## src/brkg_pkg.sv

```systemverilog
// Shared types and constants for the group reversal block.
package brkg_pkg;

    localparam int MAX_GROUP_DEF = 16;
    localparam int CFG_W         = 5;
    localparam int VALUE_W       = 32;
    localparam logic [CFG_W-1:0] GROUP_SIZE_RST = CFG_W'(1);

    // Per-command flags passed from the front to the back through the queue.
    typedef struct packed {
        logic bank;
        logic rev;
        logic seq_end;
    } cmd_flags_t;

    localparam int FLAGS_W = $bits(cmd_flags_t);

    // Back tells the front that a bank has been fully read out.
    typedef struct packed {
        logic valid;
        logic bank;
    } bank_rel_t;

    typedef enum logic {
        BK_IDLE,
        BK_RUN
    } back_state_t;

endpackage

```

## src/brkg_ram.sv

```systemverilog
// Two-bank group store: one write port, one read port with registered read data.
module brkg_ram
    import brkg_pkg::*;
#(
    parameter int ADDR_W = 5
)
(
    input  logic               clk,
    input  logic               we,
    input  logic [ADDR_W-1:0]  waddr,
    input  logic [VALUE_W-1:0] wdata,
    input  logic               re,
    input  logic [ADDR_W-1:0]  raddr,
    output logic [VALUE_W-1:0] rdata
);

    localparam int DEPTH = 1 << ADDR_W;

    logic [VALUE_W-1:0] mem [DEPTH];
    logic [VALUE_W-1:0] rdata_reg;

    always_ff @(posedge clk)
    begin
        if (we)
        begin
            mem[waddr] <= wdata;
        end
    end

    // read register holds while no read is issued, so it doubles as output register
    always_ff @(posedge clk)
    begin
        if (re)
        begin
            rdata_reg <= mem[raddr];
        end
    end

    assign rdata = rdata_reg;

endmodule

```

## src/brkg_cmdq.sv

```systemverilog
// Two-entry command queue between the front and the back.
module brkg_cmdq
    import brkg_pkg::*;
#(
    parameter int DATA_W = 8
)
(
    input  logic              clk,
    input  logic              rst_n,
    input  logic              push,
    input  logic [DATA_W-1:0] push_data,
    output logic              full,
    input  logic              pop,
    output logic [DATA_W-1:0] pop_data,
    output logic              empty
);

    logic [DATA_W-1:0] entry_reg [2];
    logic              wptr_reg;
    logic              wptr_next;
    logic              rptr_reg;
    logic              rptr_next;
    logic [1:0]        count_reg;
    logic [1:0]        count_next;

    always_comb
    begin
        wptr_next  = wptr_reg ^ push;
        rptr_next  = rptr_reg ^ pop;
        count_next = count_reg;
        if (push && !pop)
        begin
            count_next = count_reg + 2'd1;
        end
        else if (pop && !push)
        begin
            count_next = count_reg - 2'd1;
        end
    end

    always_ff @(posedge clk or negedge rst_n)
    begin
        if (!rst_n)
        begin
            wptr_reg  <= 1'b0;
            rptr_reg  <= 1'b0;
            count_reg <= 2'd0;
        end
        else
        begin
            wptr_reg  <= wptr_next;
            rptr_reg  <= rptr_next;
            count_reg <= count_next;
        end
    end

    always_ff @(posedge clk)
    begin
        if (push)
        begin
            entry_reg[wptr_reg] <= push_data;
        end
    end

    assign full     = (count_reg == 2'd2);
    assign empty    = (count_reg == 2'd0);
    assign pop_data = entry_reg[rptr_reg];

endmodule

```

## src/brkg_front.sv

```systemverilog
// Front end: takes input words, fills the current bank, issues drain commands.
module brkg_front
    import brkg_pkg::*;
#(
    parameter int MAX_GROUP = MAX_GROUP_DEF,
    parameter int CNT_W     = $clog2(MAX_GROUP + 1),
    parameter int IDX_W     = (MAX_GROUP > 1) ? $clog2(MAX_GROUP) : 1
)
(
    input  logic               clk,
    input  logic               rst_n,
    input  logic               cfg_wen,
    input  logic [CFG_W-1:0]   cfg_wdata,
    input  logic               s_tvalid,
    output logic               s_tready,
    input  logic [VALUE_W-1:0] s_tdata,    // value
    input  logic               s_tlast,    // seq_end
    input  bank_rel_t          rel,
    input  logic               q_full,
    output logic               q_push,
    output cmd_flags_t         q_flags,
    output logic [CNT_W-1:0]   q_count,
    output logic               ram_we,
    output logic [IDX_W:0]     ram_waddr,
    output logic [VALUE_W-1:0] ram_wdata
);

    localparam int KW = (CNT_W > CFG_W) ? CNT_W : CFG_W;
    localparam logic [KW-1:0] MAX_K = KW'(MAX_GROUP);

    logic [CFG_W-1:0] group_size_reg;
    logic [CNT_W-1:0] fill_reg;
    logic [CNT_W-1:0] fill_next;
    logic             wbank_reg;
    logic             wbank_next;
    logic [1:0]       busy_reg;
    logic [1:0]       busy_next;
    logic [CNT_W-1:0] k_eff;
    logic [KW-1:0]    size_wide;
    logic [CNT_W-1:0] n_new;
    logic             accept;
    logic             group_full;

    // zero acts as one, anything above MAX_GROUP is clipped
    always_comb
    begin
        size_wide = KW'(group_size_reg);
        if (group_size_reg == '0)
        begin
            k_eff = CNT_W'(1);
        end
        else if (size_wide > MAX_K)
        begin
            k_eff = CNT_W'(MAX_GROUP);
        end
        else
        begin
            k_eff = size_wide[CNT_W-1:0];
        end
    end

    assign s_tready   = !busy_reg[wbank_reg] && !q_full;
    assign accept     = s_tvalid && s_tready;
    assign n_new      = fill_reg + CNT_W'(1);
    assign group_full = (n_new >= k_eff);

    assign ram_we    = accept;
    assign ram_waddr = {wbank_reg, fill_reg[IDX_W-1:0]};
    assign ram_wdata = s_tdata;

    assign q_push          = accept && (group_full || s_tlast);
    assign q_flags.bank    = wbank_reg;
    assign q_flags.rev     = group_full;
    assign q_flags.seq_end = s_tlast;
    assign q_count         = n_new;

    always_comb
    begin
        fill_next  = fill_reg;
        wbank_next = wbank_reg;
        busy_next  = busy_reg;
        if (rel.valid)
        begin
            busy_next[rel.bank] = 1'b0;
        end
        if (accept)
        begin
            if (q_push)
            begin
                fill_next             = '0;
                wbank_next            = !wbank_reg;
                busy_next[wbank_reg]  = 1'b1;
            end
            else
            begin
                fill_next = n_new;
            end
        end
    end

    always_ff @(posedge clk or negedge rst_n)
    begin
        if (!rst_n)
        begin
            group_size_reg <= GROUP_SIZE_RST;
            fill_reg       <= '0;
            wbank_reg      <= 1'b0;
            busy_reg       <= 2'b00;
        end
        else
        begin
            if (cfg_wen)
            begin
                group_size_reg <= cfg_wdata;
            end
            fill_reg  <= fill_next;
            wbank_reg <= wbank_next;
            busy_reg  <= busy_next;
        end
    end

endmodule

```

## src/brkg_back.sv

```systemverilog
// Back end: drains one bank per command, reversed or in order, into the output.
module brkg_back
    import brkg_pkg::*;
#(
    parameter int MAX_GROUP = MAX_GROUP_DEF,
    parameter int CNT_W     = $clog2(MAX_GROUP + 1),
    parameter int IDX_W     = (MAX_GROUP > 1) ? $clog2(MAX_GROUP) : 1
)
(
    input  logic             clk,
    input  logic             rst_n,
    input  logic             q_empty,
    output logic             q_pop,
    input  cmd_flags_t       q_flags,
    input  logic [CNT_W-1:0] q_count,
    output logic             ram_re,
    output logic [IDX_W:0]   ram_raddr,
    output logic             m_tvalid,
    input  logic             m_tready,
    output logic             m_tlast,   // run_last
    output logic             m_tuser,   // out_seq_end
    output bank_rel_t        rel
);

    back_state_t      state_reg;
    back_state_t      state_next;
    cmd_flags_t       flags_reg;
    logic [CNT_W-1:0] n_reg;
    logic [CNT_W-1:0] idx_reg;
    logic [CNT_W-1:0] idx_next;
    logic             valid_reg;
    logic             valid_next;
    logic             last_reg;
    logic             end_reg;
    logic             slot_free;
    logic             issue;
    logic             is_last;
    logic [CNT_W-1:0] offset;

    assign slot_free = !valid_reg || m_tready;
    assign is_last   = (idx_reg == n_reg - CNT_W'(1));
    assign offset    = flags_reg.rev ? (n_reg - CNT_W'(1) - idx_reg) : idx_reg;

    // next state
    always_comb
    begin
        state_next = state_reg;
        unique case (state_reg)
            BK_IDLE:
            begin
                if (!q_empty)
                begin
                    state_next = BK_RUN;
                end
            end
            BK_RUN:
            begin
                if (slot_free && is_last)
                begin
                    state_next = BK_IDLE;
                end
            end
            default:
            begin
                state_next = BK_IDLE;
            end
        endcase
    end

    // outputs
    always_comb
    begin
        q_pop = 1'b0;
        issue = 1'b0;
        unique case (state_reg)
            BK_IDLE:
            begin
                q_pop = !q_empty;
            end
            BK_RUN:
            begin
                issue = slot_free;
            end
            default:
            begin
                q_pop = 1'b0;
            end
        endcase
    end

    always_comb
    begin
        idx_next   = idx_reg;
        valid_next = valid_reg;
        if (q_pop)
        begin
            idx_next = '0;
        end
        else if (issue)
        begin
            idx_next = idx_reg + CNT_W'(1);
        end
        if (issue)
        begin
            valid_next = 1'b1;
        end
        else if (m_tready)
        begin
            valid_next = 1'b0;
        end
    end

    assign ram_re    = issue;
    assign ram_raddr = {flags_reg.bank, offset[IDX_W-1:0]};

    // bank is free once its last word has been read into the output register
    assign rel.valid = issue && is_last;
    assign rel.bank  = flags_reg.bank;

    always_ff @(posedge clk or negedge rst_n)
    begin
        if (!rst_n)
        begin
            state_reg <= BK_IDLE;
            valid_reg <= 1'b0;
            idx_reg   <= '0;
        end
        else
        begin
            state_reg <= state_next;
            valid_reg <= valid_next;
            idx_reg   <= idx_next;
        end
    end

    always_ff @(posedge clk)
    begin
        if (q_pop)
        begin
            flags_reg <= q_flags;
            n_reg     <= q_count;
        end
        if (issue)
        begin
            last_reg <= is_last;
            end_reg  <= is_last && flags_reg.seq_end;
        end
    end

    assign m_tvalid = valid_reg;
    assign m_tlast  = last_reg;
    assign m_tuser  = end_reg;

endmodule

```

## src/block_reverse_k_group_top.sv

```systemverilog
// The edge accepting a group's completing word stores it and queues the command; an idle
// back end then pops the command and reads the first word into the output register.
// Throughput: one input word per cycle while a bank is free and the queue has room;
// output one word per cycle within a group while not stalled, with the back end in
// idle between groups to fetch the next command. Two banks let the front fill one group
// while the back drains the other. Reset (async, active low) clears fill count, bank
// state, queue and output valid; group_size resets to 1. Stored words are not cleared.
module block_reverse_k_group_top
    import brkg_pkg::*;
#(
    parameter int MAX_GROUP = MAX_GROUP_DEF
)
(
    input  logic               clk,
    input  logic               rst_n,
    input  logic               cfg_wen,
    input  logic [CFG_W-1:0]   cfg_wdata,  // group_size
    input  logic               s_tvalid,
    output logic               s_tready,
    input  logic [VALUE_W-1:0] s_tdata,    // value
    input  logic               s_tlast,    // seq_end
    output logic               m_tvalid,
    input  logic               m_tready,
    output logic [VALUE_W-1:0] m_tdata,    // out_value
    output logic               m_tlast,    // run_last
    output logic               m_tuser     // out_seq_end
);

    localparam int CNT_W = $clog2(MAX_GROUP + 1);
    localparam int IDX_W = (MAX_GROUP > 1) ? $clog2(MAX_GROUP) : 1;
    localparam int CMD_W = FLAGS_W + CNT_W;

    bank_rel_t          rel;
    logic               q_full;
    logic               q_empty;
    logic               q_push;
    logic               q_pop;
    cmd_flags_t         push_flags;
    logic [CNT_W-1:0]   push_count;
    logic [CMD_W-1:0]   pop_data;
    cmd_flags_t         pop_flags;
    logic [CNT_W-1:0]   pop_count;
    logic               ram_we;
    logic [IDX_W:0]     ram_waddr;
    logic [VALUE_W-1:0] ram_wdata;
    logic               ram_re;
    logic [IDX_W:0]     ram_raddr;

    assign pop_flags = pop_data[CMD_W-1:CNT_W];
    assign pop_count = pop_data[CNT_W-1:0];

    brkg_front #(
        .MAX_GROUP (MAX_GROUP),
        .CNT_W     (CNT_W),
        .IDX_W     (IDX_W)
    ) u_front (
        .clk       (clk),
        .rst_n     (rst_n),
        .cfg_wen   (cfg_wen),
        .cfg_wdata (cfg_wdata),
        .s_tvalid  (s_tvalid),
        .s_tready  (s_tready),
        .s_tdata   (s_tdata),
        .s_tlast   (s_tlast),
        .rel       (rel),
        .q_full    (q_full),
        .q_push    (q_push),
        .q_flags   (push_flags),
        .q_count   (push_count),
        .ram_we    (ram_we),
        .ram_waddr (ram_waddr),
        .ram_wdata (ram_wdata)
    );

    brkg_cmdq #(
        .DATA_W (CMD_W)
    ) u_cmdq (
        .clk       (clk),
        .rst_n     (rst_n),
        .push      (q_push),
        .push_data ({push_flags, push_count}),
        .full      (q_full),
        .pop       (q_pop),
        .pop_data  (pop_data),
        .empty     (q_empty)
    );

    brkg_ram #(
        .ADDR_W (IDX_W + 1)
    ) u_ram (
        .clk   (clk),
        .we    (ram_we),
        .waddr (ram_waddr),
        .wdata (ram_wdata),
        .re    (ram_re),
        .raddr (ram_raddr),
        .rdata (m_tdata)
    );

    brkg_back #(
        .MAX_GROUP (MAX_GROUP),
        .CNT_W     (CNT_W),
        .IDX_W     (IDX_W)
    ) u_back (
        .clk       (clk),
        .rst_n     (rst_n),
        .q_empty   (q_empty),
        .q_pop     (q_pop),
        .q_flags   (pop_flags),
        .q_count   (pop_count),
        .ram_re    (ram_re),
        .ram_raddr (ram_raddr),
        .m_tvalid  (m_tvalid),
        .m_tready  (m_tready),
        .m_tlast   (m_tlast),
        .m_tuser   (m_tuser),
        .rel       (rel)
    );

endmodule
```

## config.mk

```make
export PLATFORM = sky130hd
export DESIGN_NAME = block_reverse_k_group_top
export DESIGN_NICKNAME = d
export VERILOG_FILES = /design/src/brkg_pkg.sv /design/src/brkg_ram.sv /design/src/brkg_cmdq.sv /design/src/brkg_front.sv /design/src/brkg_back.sv /design/src/block_reverse_k_group_top.sv
export SDC_FILE = /design/constraint.sdc
export NUM_CORES = 1
export LEC_CHECK = 0
export ABC_AREA = 1
export BUFFER_PORTS_ARGS = -buffer_cell sky130_fd_sc_hd__buf_2
export CORE_UTILIZATION = 28
export DETAILED_ROUTE_END_ITERATION = 7
export GPL_ROUTABILITY_DRIVEN = 0
export HOLD_SLACK_MARGIN = 0.12
export SLEW_MARGIN = 40
export SYNTH_ARGS = -nofsm -noshare
export SYNTH_HDL_FRONTEND = slang
export SYNTH_SLANG_ARGS = --single-unit
```

## constraint.sdc

```tcl
create_clock -name clk -period 6.26 [get_ports clk]
set_input_delay 1.878 -clock clk [delete_from_list [all_inputs] [get_ports clk]]
set_output_delay 1.878 -clock clk [all_outputs]
set_load 0.01 [all_outputs]
```

==> flow_summary.yaml <==
synth:
  synth_edf_count: 1082
  synthesis.nets: 4799
  synth_top_cell_area_share: 0.669
  postSynthCellCount: 4738
  ys_types: 28
  synth_most_common_cell: "nand2_1"
  ys_seq_elements: 1106
  yosys.area.top_type: "edfxtp_1"
  synth_area_sq_mm: 0.0485
  synth_area_leaders: "edfxtp_1 67%, nand2_1 11%, nand3_1 9.5%"
  yosysWarnings: 0
  async_reset_ff_frac: 0.0217
  ys_top_cells_by_count: "1367 x nand2_1, 1082 x edfxtp_1, 1003 x inv_1"
  synth.avg_cell_area_sq_um: 10.2
  ys_seq_area_frac: 0.682
  ys.flop_type: "edfxtp_1"
routing:
  first_iter_violations: 2956
  vias: 32100
  vias_per_cell: 4.46
  drtPass1Iterations: 5
  wl_per_cell_um: 18.3
  drtAntennaViolNets: 0
  drc_errors: 0
  routed_wl_um: 132000
worst_setup_path:
  cp.arrival_ns: 2.17
  crit_type: "flip-flop to output pin"
  critPathLaunchType: "flip-flop"
  cp-end-kind: "output pin"
  critical_path_required_ns: 4.38
  critPathMaxFanout: 11
timing:
  setup_violations: 0
  worst_pin_slew_ns: 0.864
  hold_violations: 0
  final.setup.worst_slack_ns: 2.21
  fin_worst_skew_ns: 0.0279
  period_share: 0.647
  period_needed_ns: 4.05
  fin_setup_tns_ns: 0
  timing.slew.headroom: 0.422
  final_max_slew_viol_count: 0
  rsz0062_at_grt: "false"
  fmax_mhz: 247
pwr:
  switching_share: 0.380
  p_per_area_mw_per_mm2: 414
  power.share.clock: 0.283
  p_seq_frac: 0.378
  p_sw_mw: 8.81
  comb_power_share: 0.339
  internal_power_mw: 14.3
  vdd_drop_max_mv: 0.408
  p_leak_nw: 23.5
clock_tree:
  insertion_delay_ns: 0.74
  postCtsHoldBufs: 0
  postCtsSetupBuffers: 0
  cts-resized-gates: 0
  cts_sinks: 1106
  cts.path.max_buffers: 3
  cts_tree: "built"
  clk_pin_slew_ns: 0.06
  htreeDepth: 3
  cts_buffers: 114
  cts-root-buf: "clkbuf_16"
cells_and_area:
  drive_gt1_frac: 0.0740
  fin_util: 0.325
  fillers: 17300
  synthToLayoutAreaGrowth_pct: 15.1
  fin_nets: 4844
  largest_register_ffs: 1024
placed_design:
  dp_hpwl_um: 79200
  portBuffers: 78
  post-place-ws_ns: 1.62
floorplan:
  die_x_um: 418
  dieHeight_um: 418
  core_area_sq_mm: 0.172
  die_area_sq_mm: 0.175
  floorplan.initialDensity: 0.282
  std_cell_rows: 152
  boundaryPins: 79
worst_hold_path:
  hold_class: "flip-flop to flip-flop"
grt:
  grt_pass1_wl_um: 198000
  antenna_found_initial: 5
  grt_max_degree: 135
  gr-usage-all-layers: 0.150
  overflow: 0
  grt_pass1_vias: 30900
job:
  drv_cap: 0
outcome:
  status: "complete, no violations"
-- worst paths after layout --
check / start / endpoint / slack, ns / cells past startpoint
max in group asynchronous: rst_n / u_back.idx_reg[0]$_DFFE_PN0P_ / 4.70 / 1
max: u_front.wbank_reg$_DFFE_PN0P_ / s_tready / 2.21 / 3
min reg2reg: u_back.idx_reg[4]$_DFFE_PN0P_ / u_back.idx_reg[4]$_DFFE_PN0P_ / 0.48 / 1
min: u_back.idx_reg[4]$_DFFE_PN0P_ / u_back.idx_reg[4]$_DFFE_PN0P_ / 0.48 / 1
max reg2reg: u_front.wbank_reg$_DFFE_PN0P_ / u_ram.mem[8][0]$_DFFE_PP_ / 2.27 / 7
min in group asynchronous: rst_n / u_cmdq.wptr_reg$_DFF_PN0_ / 1.14 / 1
-- layer usage --
metal	vias to the layer above	share of wire	GRT usage
li1	15300	-	-
met1	15500	0.43	0.203
met2	1039	0.47	0.244
met3	200	0.068	0.0213
met4	4	0.032	0.0510
met5	-	0.00020	0
-- critical path, cell delays in order (launching register included) --
cell     delay [ns]
dfrtp_1        0.62
inv_1          0.27
a21oi_1        0.35
buf_2          0.20
-- placed cells by master (no fill, tap or decap), types with 3 or more instances in the layout --
cell       count
clkbuf_1      31
buf_2         72
clkbuf_8       4
nand3_1      919
buf_16        24
a21oi_1        9
xnor2_1        3
buf_4         32
nor2_4        32
edfxtp_1    1082
nand2_4        5
xor2_1         6
buf_8         19
nand2_1     1364
clkinv_4       3
inv_1       1001
nor2_1         8
clkbuf_16    115
clkinv_2      17
o21ai_0       18
buf_6          3
inv_6          7
clkinv_1      26
buf_12        10
dfrtp_1       23
bufinv_16      7
nand4_1        4
ha_1          17
-- layout make-up --
class	count	area [sq um]	share of cell area
Tap cell	2310	2890	0.0517
Sequential cell	1106	33100	0.592
Clock inverter	61	508	0.00909
Antenna cell	2	5.00	0.0000896
Timing Repair Buffer	160	1780	0.0319
Multi-Input combinational cell	2396	10700	0.192
Inverter	1005	3780	0.0677
Clock buffer	150	3050	0.0546
-- kinds of logic (layout without fill, tap and decap cells) --
group	after synthesis	in the layout	share of synthesized area
and+or+nand+nor	2337	2337	0.205
buffers and inverters	1236	1376	0.103
DFF	1106	1106	0.682
AOI/OAI and AO/OA	32	32	0.00348
adders and majority gates	18	18	0.00480
xor gates and xnor gates	9	9	0.00162
other	0	2	0
-- power by group through the flow --
| stage | Combinational [mW] | Clock, mW | Sequential, mW |
|---|---|---|---|
| 2_1_floorplan | 5.00 | 0 | 8.87 |
| 3_3_place_gp | 7.73 | 0 | 8.90 |
| 3_5_place_dp | 7.83 | 0 | 8.91 |
| 4_1_cts | 7.86 | 6.66 | 8.75 |
| 5_1_grt | 8.58 | 6.92 | 8.77 |
| 6_report | 7.84 | 6.56 | 8.75 |
-- stage by stage --
stage | total power, mW | cells | hold WS, ns | cell area (sq um)
after global placement | 16.6 | 6932 | 0.475 | 51300
after detailed placement | 16.7 | 6973 | 0.483 | 52200
after CTS | 23.3 | 7184 | 0.492 | 55700
final | 23.2 | 7190 | 0.481 | 55900
after global routing | 24.3 | 7189 | 0.512 | 55900
after floorplan | 13.9 | 4738 | 0.437 | 48500
(Power assumes the default switching activity.)
